**src/hdl/spq_pkg.sv**
```systemverilog
// Shared types and constants for the strict priority task queue.
// No dependencies; every other file of the block uses this package.
package spq_pkg;

	typedef enum logic {
		CMD_POST = 1'b0,
		CMD_TAKE = 1'b1
	} cmd_t;

	typedef enum logic [1:0] {
		ST_OK     = 2'd0,
		ST_FULL   = 2'd1,
		ST_EMPTY  = 2'd2,
		ST_BADPRI = 2'd3
	} status_t;

	// Reset value of the levels-in-use register.
	localparam logic [3:0] LEVELS_RESET = 4'd8;

	// Strobes from the level control to the handle store.
	typedef struct packed {
		logic wr;
		logic rd;
	} mem_ctl_t;

	// Everything of one result except the handle, which comes from the store.
	typedef struct packed {
		logic       dispatched;
		logic [2:0] out_priority;
		status_t    status;
		logic [7:0] pending_total;
	} result_t;

endpackage

```
**src/hdl/spq_if.sv**
```systemverilog
// Valid/ready channel interfaces for the command and result transactions.
// Depends on spq_pkg for the command and status types.
interface spq_cmd_if;
	logic              valid;
	logic              ready;
	spq_pkg::cmd_t     command;
	logic [15:0]       task_handle;
	logic [2:0]        priority_req;

	modport source(output valid, output command, output task_handle, output priority_req,
		input ready);
	modport sink(input valid, input command, input task_handle, input priority_req,
		output ready);
endinterface

interface spq_res_if;
	logic              valid;
	logic              ready;
	logic              dispatched;
	logic [15:0]       out_handle;
	logic [2:0]        out_priority;
	spq_pkg::status_t  status;
	logic [7:0]        pending_total;

	modport source(output valid, output dispatched, output out_handle, output out_priority,
		output status, output pending_total, input ready);
	modport sink(input valid, input dispatched, input out_handle, input out_priority,
		input status, input pending_total, output ready);
endinterface

```
**src/hdl/spq_store.sv**
```systemverilog
// Handle memory: one region of slots per priority level, addressed {level, slot}.
// Depends on spq_pkg for the access strobes; read data is registered.
module spq_store #(
	parameter int NUM_LEVELS  = 8,
	parameter int QUEUE_DEPTH = 16,
	parameter int HANDLE_BITS = 16
) (
	input  logic                                             clk,
	input  spq_pkg::mem_ctl_t                                mem_ctl,
	input  logic [$clog2(NUM_LEVELS)+$clog2(QUEUE_DEPTH)-1:0] addr,
	input  logic [HANDLE_BITS-1:0]                           wdata,
	output logic [HANDLE_BITS-1:0]                           rdata
);
	import spq_pkg::*;

	localparam int AW    = $clog2(NUM_LEVELS) + $clog2(QUEUE_DEPTH);
	localparam int DEPTH = 2 ** AW;

	logic [HANDLE_BITS-1:0] mem_q [DEPTH];
	logic [HANDLE_BITS-1:0] rdata_q;

	always_ff @(posedge clk) begin
		if (mem_ctl.wr) begin
			mem_q[addr] <= wdata;
		end
	end

	always_ff @(posedge clk) begin
		if (mem_ctl.rd) begin
			rdata_q <= mem_q[addr];
		end
	end

	assign rdata = rdata_q;

endmodule

```
**src/hdl/spq_ctrl.sv**
```systemverilog
// Per-level FIFO pointers and counts, the highest-level search and the pending total.
// Depends on spq_pkg; drives the handle store and produces the result fields.
module spq_ctrl #(
	parameter int NUM_LEVELS  = 8,
	parameter int QUEUE_DEPTH = 16
) (
	input  logic                                             clk,
	input  logic                                             arst_n,
	input  logic                                             cfg_we,
	input  logic [3:0]                                       cfg_data,
	input  logic                                             go,
	input  spq_pkg::cmd_t                                    command,
	input  logic [2:0]                                       priority_req,
	output spq_pkg::mem_ctl_t                                mem_ctl,
	output logic [$clog2(NUM_LEVELS)+$clog2(QUEUE_DEPTH)-1:0] mem_addr,
	output spq_pkg::result_t                                 result
);
	import spq_pkg::*;

	localparam int LVW = $clog2(NUM_LEVELS);
	localparam int QW  = $clog2(QUEUE_DEPTH);
	localparam int CW  = $clog2(QUEUE_DEPTH + 1);
	localparam int PW  = $clog2(NUM_LEVELS * QUEUE_DEPTH + 1);

	logic [QW-1:0]  head_q  [NUM_LEVELS];
	logic [QW-1:0]  tail_q  [NUM_LEVELS];
	logic [CW-1:0]  count_q [NUM_LEVELS];
	logic [PW-1:0]  pending_q;
	logic [3:0]     levels_q;

	logic [LVW-1:0] post_lvl;
	logic [LVW-1:0] take_lvl;
	logic           found;
	logic           bad_pri;
	logic           full;
	logic           post_ok;
	logic           take_ok;
	logic [PW-1:0]  pending_nxt;
	status_t        status;

	// Highest non-empty level; the search covers every level regardless of the register.
	always_comb begin
		found    = 1'b0;
		take_lvl = '0;
		for (int l = 0; l < NUM_LEVELS; l++) begin
			if (count_q[l] != '0) begin
				found    = 1'b1;
				take_lvl = LVW'(l);
			end
		end
	end

	// A register value of zero acts as one level; values above the level count saturate.
	always_comb begin
		if (levels_q == '0) begin
			bad_pri = (priority_req != '0);
		end else begin
			bad_pri = ({1'b0, priority_req} >= levels_q) ||
				(int'(priority_req) >= NUM_LEVELS);
		end
	end

	assign post_lvl = LVW'(priority_req);
	assign full     = !bad_pri && (count_q[post_lvl] == CW'(QUEUE_DEPTH));
	assign post_ok  = (command == CMD_POST) && !bad_pri && !full;
	assign take_ok  = (command == CMD_TAKE) && found;

	always_comb begin
		if (command == CMD_POST) begin
			if (bad_pri) begin
				status = ST_BADPRI;
			end else if (full) begin
				status = ST_FULL;
			end else begin
				status = ST_OK;
			end
		end else begin
			status = found ? ST_OK : ST_EMPTY;
		end
	end

	assign pending_nxt = pending_q + PW'(post_ok) - PW'(take_ok);

	always_comb begin
		mem_ctl.wr = go && post_ok;
		mem_ctl.rd = go && take_ok;
		if (command == CMD_POST) begin
			mem_addr = {post_lvl, tail_q[post_lvl]};
		end else begin
			mem_addr = {take_lvl, head_q[take_lvl]};
		end
	end

	always_comb begin
		result.dispatched    = take_ok;
		result.out_priority  = take_ok ? 3'(take_lvl) : 3'd0;
		result.status        = status;
		result.pending_total = 8'(pending_nxt);
	end

	always_ff @(posedge clk or negedge arst_n) begin
		if (!arst_n) begin
			levels_q <= LEVELS_RESET;
		end else if (cfg_we) begin
			levels_q <= cfg_data;
		end
	end

	always_ff @(posedge clk or negedge arst_n) begin
		if (!arst_n) begin
			for (int l = 0; l < NUM_LEVELS; l++) begin
				head_q[l]  <= '0;
				tail_q[l]  <= '0;
				count_q[l] <= '0;
			end
			pending_q <= '0;
		end else if (go) begin
			if (post_ok) begin
				tail_q[post_lvl]  <= (tail_q[post_lvl] == QW'(QUEUE_DEPTH - 1)) ? '0 :
					tail_q[post_lvl] + 1'b1;
				count_q[post_lvl] <= count_q[post_lvl] + 1'b1;
			end
			if (take_ok) begin
				head_q[take_lvl]  <= (head_q[take_lvl] == QW'(QUEUE_DEPTH - 1)) ? '0 :
					head_q[take_lvl] + 1'b1;
				count_q[take_lvl] <= count_q[take_lvl] - 1'b1;
			end
			pending_q <= pending_nxt;
		end
	end

endmodule

```
**src/hdl/strict_priority_task_queue.sv**
```systemverilog
// Strict priority task queue, top level.
// Depends on spq_pkg, spq_if, spq_ctrl and spq_store.
//
// The cmd_ch channel carries post and take commands; each transaction on it
// yields exactly one transaction on res_ch, in order. A post appends its
// handle to the FIFO of its priority level; a take returns the oldest handle
// of the highest non-empty level. Write the levels-in-use register
// (cfg_we/cfg_data) only while no command is in flight; it is not enforced.
//
// A command is captured in an input register, decided against the level
// pointers and counts when it moves on, and lands in the result register
// together with the handle read from the store. One command is accepted
// every cycle as long as res_ch keeps taking results.
//
// When res_ch stalls, the result register holds, the input register fills,
// and cmd_ch.ready drops until the stall clears. Reset empties every level,
// clears the pending total and sets levels in use to eight; the handle
// memory itself is not cleared, and the block is ready right after reset.
module strict_priority_task_queue #(
	parameter int NUM_LEVELS  = 8,
	parameter int QUEUE_DEPTH = 16,
	parameter int HANDLE_BITS = 16
) (
	input  logic        clk,
	input  logic        arst_n,
	input  logic        cfg_we,
	input  logic [3:0]  cfg_data,
	spq_cmd_if.sink     cmd_ch,
	spq_res_if.source   res_ch
);
	import spq_pkg::*;

	localparam int AW = $clog2(NUM_LEVELS) + $clog2(QUEUE_DEPTH);

	logic                   valid_s1;
	cmd_t                   command_s1;
	logic [15:0]            handle_s1;
	logic [2:0]             priority_s1;
	logic                   valid_s2;
	result_t                res_s2;

	logic                   s2_load;
	logic                   s1_adv;
	mem_ctl_t               mem_ctl;
	logic [AW-1:0]          mem_addr;
	logic [HANDLE_BITS-1:0] rdata;
	result_t                result;

	assign s2_load      = !valid_s2 || res_ch.ready;
	assign s1_adv       = valid_s1 && s2_load;
	assign cmd_ch.ready = !valid_s1 || s2_load;

	always_ff @(posedge clk or negedge arst_n) begin
		if (!arst_n) begin
			valid_s1 <= 1'b0;
			valid_s2 <= 1'b0;
		end else begin
			if (cmd_ch.ready) begin
				valid_s1 <= cmd_ch.valid;
			end
			if (s2_load) begin
				valid_s2 <= valid_s1;
			end
		end
	end

	always_ff @(posedge clk) begin
		if (cmd_ch.ready && cmd_ch.valid) begin
			command_s1  <= cmd_ch.command;
			handle_s1   <= cmd_ch.task_handle;
			priority_s1 <= cmd_ch.priority_req;
		end
		if (s1_adv) begin
			res_s2 <= result;
		end
	end

	spq_ctrl #(
		.NUM_LEVELS  (NUM_LEVELS),
		.QUEUE_DEPTH (QUEUE_DEPTH)
	) u_ctrl (
		.clk          (clk),
		.arst_n       (arst_n),
		.cfg_we       (cfg_we),
		.cfg_data     (cfg_data),
		.go           (s1_adv),
		.command      (command_s1),
		.priority_req (priority_s1),
		.mem_ctl      (mem_ctl),
		.mem_addr     (mem_addr),
		.result       (result)
	);

	spq_store #(
		.NUM_LEVELS  (NUM_LEVELS),
		.QUEUE_DEPTH (QUEUE_DEPTH),
		.HANDLE_BITS (HANDLE_BITS)
	) u_store (
		.clk     (clk),
		.mem_ctl (mem_ctl),
		.addr    (mem_addr),
		.wdata   (HANDLE_BITS'(handle_s1)),
		.rdata   (rdata)
	);

	// The store's read register only loads on a dispatching take, so gate it here.
	assign res_ch.valid         = valid_s2;
	assign res_ch.dispatched    = res_s2.dispatched;
	assign res_ch.out_handle    = res_s2.dispatched ? 16'(rdata) : 16'd0;
	assign res_ch.out_priority  = res_s2.out_priority;
	assign res_ch.status        = res_s2.status;
	assign res_ch.pending_total = res_s2.pending_total;

endmodule

```
**src/flat_wrapper.sv**
```systemverilog
// flat-port wrapper written by rule: the top's interface ports become plain ports
module strict_priority_task_queue_flat import spq_pkg::*;
#(
	parameter int NUM_LEVELS  = 8,
	parameter int QUEUE_DEPTH = 16,
	parameter int HANDLE_BITS = 16
)
  (clk, arst_n, cfg_we, cfg_data, cmd_ch_valid, cmd_ch_command, cmd_ch_task_handle, cmd_ch_priority_req, cmd_ch_ready, res_ch_valid, res_ch_dispatched, res_ch_out_handle, res_ch_out_priority, res_ch_status, res_ch_pending_total, res_ch_ready);
  spq_cmd_if cmd_ch_i ();
  spq_res_if res_ch_i ();
  input  logic clk;
  input  logic arst_n;
  input  logic cfg_we;
  input  logic [3:0] cfg_data;
  input wire logic [$bits(cmd_ch_i.valid)-1:0] cmd_ch_valid;
  input wire logic [$bits(cmd_ch_i.command)-1:0] cmd_ch_command;
  input wire logic [$bits(cmd_ch_i.task_handle)-1:0] cmd_ch_task_handle;
  input wire logic [$bits(cmd_ch_i.priority_req)-1:0] cmd_ch_priority_req;
  output wire logic [$bits(cmd_ch_i.ready)-1:0] cmd_ch_ready;
  output wire logic [$bits(res_ch_i.valid)-1:0] res_ch_valid;
  output wire logic [$bits(res_ch_i.dispatched)-1:0] res_ch_dispatched;
  output wire logic [$bits(res_ch_i.out_handle)-1:0] res_ch_out_handle;
  output wire logic [$bits(res_ch_i.out_priority)-1:0] res_ch_out_priority;
  output wire logic [$bits(res_ch_i.status)-1:0] res_ch_status;
  output wire logic [$bits(res_ch_i.pending_total)-1:0] res_ch_pending_total;
  input wire logic [$bits(res_ch_i.ready)-1:0] res_ch_ready;
  assign cmd_ch_i.valid = cmd_ch_valid;
  assign cmd_ch_i.command = cmd_ch_command;
  assign cmd_ch_i.task_handle = cmd_ch_task_handle;
  assign cmd_ch_i.priority_req = cmd_ch_priority_req;
  assign cmd_ch_ready = cmd_ch_i.ready;
  assign res_ch_valid = res_ch_i.valid;
  assign res_ch_dispatched = res_ch_i.dispatched;
  assign res_ch_out_handle = res_ch_i.out_handle;
  assign res_ch_out_priority = res_ch_i.out_priority;
  assign res_ch_status = res_ch_i.status;
  assign res_ch_pending_total = res_ch_i.pending_total;
  assign res_ch_i.ready = res_ch_ready;
  strict_priority_task_queue #(.NUM_LEVELS(NUM_LEVELS), .QUEUE_DEPTH(QUEUE_DEPTH), .HANDLE_BITS(HANDLE_BITS)) u_core (.clk(clk), .arst_n(arst_n), .cfg_we(cfg_we), .cfg_data(cfg_data), .cmd_ch(cmd_ch_i), .res_ch(res_ch_i));
endmodule
```
**config.mk**
```make
export PLATFORM = sky130hd
export DESIGN_NAME = strict_priority_task_queue_flat
export DESIGN_NICKNAME = d
export VERILOG_FILES = /design/src/hdl/spq_pkg.sv /design/src/hdl/spq_if.sv /design/src/hdl/spq_store.sv /design/src/hdl/spq_ctrl.sv /design/src/hdl/strict_priority_task_queue.sv /design/src/flat_wrapper.sv
export SDC_FILE = /design/constraint.sdc
export NUM_CORES = 2
export LEC_CHECK = 0
export BUFFER_PORTS_ARGS = -buffer_cell sky130_fd_sc_hd__buf_4
export CAP_MARGIN = 20
export CORE_MARGIN = 8
export CORE_UTILIZATION = 40
export CTS_CLUSTER_DIAMETER = 40
export DETAILED_ROUTE_END_ITERATION = 10
export GPL_ROUTABILITY_DRIVEN = 0
export HOLD_SLACK_MARGIN = 0.12
export PLACE_DENSITY = 0.56
export SLEW_MARGIN = 20
export SYNTH_ARGS = -nofsm -noshare
export SYNTH_HDL_FRONTEND = slang
export SYNTH_SLANG_ARGS = --single-unit
```
**constraint.sdc**
```tcl
create_clock -name clk -period 6 [get_ports clk]
set_clock_uncertainty 0.2 [all_clocks]
set_input_delay 0.9 -clock clk [delete_from_list [all_inputs] [get_ports clk]]
set_output_delay 0.9 -clock clk [all_outputs]
set_load 0.01 [all_outputs]
```
==> flow_summary.json <==
{
  "startpoint": "u_core.u_ctrl.count_q[11]",
  "dieWidth_um": 480.0,
  "grt_pass1_vias": 51420,
  "drt_iter0_markers": 6786,
  "post-synth-top-count-cell": "edfxtp_1",
  "core_um2": 214400,
  "cts_tree": "built",
  "clk_latency_ns": 0.93,
  "grt_usage_pct": 21.49,
  "crit_family": "compound AO/OA/AOI/OAI gates",
  "syn-num-nets": 5454,
  "fin_area_um2": 103900,
  "synth_area_per_cell_um2": 15.92,
  "drc": 0,
  "cp_slowest_cell": "o31ai_1",
  "io_pins": 61,
  "finalSetupViolCount": 0,
  "dp_hpwl_um": 152000,
  "port_buffers": 60,
  "die-area_um2": 230400,
  "final_hold_viol_count": 0,
  "hold_class": "reg -> reg",
  "rsz0062_at_grt": "false",
  "initial_utilization_pct": 40.16,
  "power.leakage_nw": 35.44,
  "crit_top_cell": "buf_4",
  "synth_warnings": 0,
  "min_period_ns": 5.745,
  "grt_overflow": 0,
  "cp_num_buf_inv": 3,
  "tightest_slew_ns": 1.216,
  "grt_pass1_wl_um": 367600,
  "dr.pass1.iters": 8,
  "syn2layout_area_growth_pct": 20.61,
  "drv_slew": 0,
  "synth_edf_count": 2098,
  "clock.fmax_ghz": 0.1741,
  "antenna_found_initial": 7,
  "preCtsSetupSlack_ns": -0.08806,
  "path_cells": "or4_4, nor2_1, o311a_1, a21boi_0, o311ai_0, buf_4, o21a_4, buf_4, buf_4, mux2i_1, o22ai_1, a21oi_1, a21oi_1, o31ai_1, nand4_1",
  "placed_cell_area_um2": 93270,
  "die-height_um": 480.0,
  "cap_violations": 0,
  "cp_max_fo": 21,
  "ys_ff_latch": 2216,
  "synthFlopType": "edfxtp_1",
  "rows": 170,
  "async_flop_share_pct": 5.325,
  "synth_area_um2": 86110,
  "vias": 52580,
  "cts_made_buffers": 310,
  "arrival_ns": 6.18,
  "clock-sinks": 2216,
  "critical_path_class": "reg -> reg",
  "wire_per_inst_um": 28.45,
  "period_share_pct": 95.75,
  "drive_above_1_share_pct": 19.35,
  "cts_buffer_depth": 4,
  "seq_area_frac_synth_pct": 76.60,
  "cts_root_buffer": "clkbuf_16",
  "synth.top_cells.by_area": "edfxtp_1, dfrtp_1, mux2i_1",
  "wl_um": 255700,
  "grt_max_degree": 129,
  "vdd_drop_max_mv": 0.2733,
  "nets": 5955,
  "htree_levels": 5,
  "setup_tns_ns": 0,
  "post-cts-setup-buffers": 0,
  "outcome": "completed",
  "required_ns": 6.44,
  "synthCells": 5408,
  "via_per_inst": 5.852,
  "antenna_left": 0,
  "slew_headroom_pct": 18.32,
  "final_util_pct": 48.44,
  "synth_cell_types": 82,
  "hp-start": "u_core.u_ctrl.pending_q[0]",
  "power.density_nw_per_um2": 435.4,
  "cpPeakStageDelay_ns": 0.67,
  "worst_setup_path_start_kind": "flip-flop",
  "fill_cells": 18050,
  "critPathCaptureType": "flip-flop",
  "synth_top_area_share_pct": 73.16,
  "clk_pin_slew_ns": 0.06,
  "power.total_w": 0.04522,
  "synth_common_cells": "edfxtp_1, nand2_1, a21oi_1",
  "layout_setup_ws_ns": 0.2548,
  "r2r_start": "u_core.u_ctrl.count_q[11]",
  "synth.largest_area_cell": "edfxtp_1"
}
-- metal layers --
layer	vias to the layer above	part of all wire, %	GRT usage [%]	routed length (µm)
li1	22670	-	-	-
met1	27160	41	29.17	105800
met2	2356	48	35.39	123200
met3	393	7.6	3.956	19390
met4	2	2.9	6.510	7330
met5	-	0.0051	0	13
-- per-stage QoR --
step / hold WS, ns / cells
after floorplan: 0.2523 / 5408
after global placement: 0.2675 / 8399
after detailed placement: 0.2734 / 8401
after CTS: 0.2878 / 8973
after global routing: 0.3181 / 8977
final: 0.2907 / 8985
-- report_power, final --
| group | internal [W] | leakage (nW) | switching (W) | total, W |
|---|---|---|---|---|
| Sequential | 0.0174 | 20.4 | 0.000360 | 0.0177 |
| Clock | 0.0112 | 4.86 | 0.00679 | 0.0180 |
| Combinational | 0.00328 | 10.2 | 0.00623 | 0.00952 |
-- path summary, 6_finish.rpt --
check	to	slack, ns	cells past startpoint
max reg2reg	u_core.u_store.rdata[8]	0.25	15
min reg2reg	u_core.u_ctrl.pending_q[0]	0.29	2
min in group asynchronous	u_core.u_ctrl.count_q[36]	0.54	2
min	u_core.u_ctrl.pending_q[0]	0.29	2
max in group asynchronous	u_core.u_ctrl.head_q[13]	3.82	3
max	u_core.u_store.rdata[8]	0.25	15
-- registers in the layout, summed over array words and instances, names as in the netlist, 8 cells and up --
name and count:
u_core.u_store.rdata 16, u_core.u_ctrl.head_q 32, u_core.res_ch.pending_total 8, u_core.u_ctrl.count_q 40, u_core.u_ctrl.tail_q 32, u_core.u_store.mem_q 2048, u_core.handle_s1 16, u_core.u_ctrl.pending_q 8
-- worst reg2reg max path, cell delays in order (launching register included) --
cell and delay (ns):
dfrtp_1 0.41, or4_4 0.58, nor2_1 0.18, o311a_1 0.42, a21boi_0 0.19, o311ai_0 0.43, buf_4 0.21, o21a_4 0.46
buf_4 0.46, buf_4 0.39, mux2i_1 0.25, o22ai_1 0.10, a21oi_1 0.28, a21oi_1 0.12, o31ai_1 0.67, nand4_1 0.16
-- layout by cell type, fill, tap and decap left out, drive strengths merged, types with 8 or more instances in the layout --
master / n
edfxtp: 2098
nand2: 604
buf: 497
a21oi: 443
clkbuf: 362
mux2i: 255
nor2: 209
a222oi: 167
mux2: 146
o22ai: 131
dfrtp: 117
nor3: 79
inv: 76
a211oi: 74
clkinv: 74
o21ai: 64
a221o: 61
o2bb2ai: 59
a221oi: 53
nor4: 48
nand3: 47
clkinvlp: 38
a21o: 35
a22o: 34
dlygate4sd3: 34
o31ai: 33
bufinv: 32
and3: 23
a31oi: 22
and2: 21
a21boi: 19
nand4: 18
o221ai: 17
a2111oi: 16
ha: 16
nor4bb: 14
xnor2: 13
diode: 12
a22oi: 9
nor2b: 8
-- kinds of logic after synthesis --
family          synth area share, %
compound gates                10.53
buf+inv                       1.966
mux                           4.978
fa+ha+maj                    0.2557
xor+xnor                     0.1526
flops                         76.60
simple gates                  5.526
-- repair_timing --
item,4_1_cts,5_1_grt
hold buffers,34,0
pin swaps,0,0
hold endpoints to repair,94,0
setup endpoints to repair,2,6
resized for setup,2,7
-- area by class of cell --
class	instances	area (µm²)	share of cell area (%)
inverters	44	167.7	0.1614
well taps	2838	3551	3.419
diodes	12	30.03	0.02891
repair buffers	531	5273	5.077
clock inverters	176	2002	1.928
flip-flops and latches	2216	65950	63.51
multi-input cells	2806	18710	18.02
clock buffers	362	8164	7.861
Note: power is estimated with default switching activity, not from simulation.
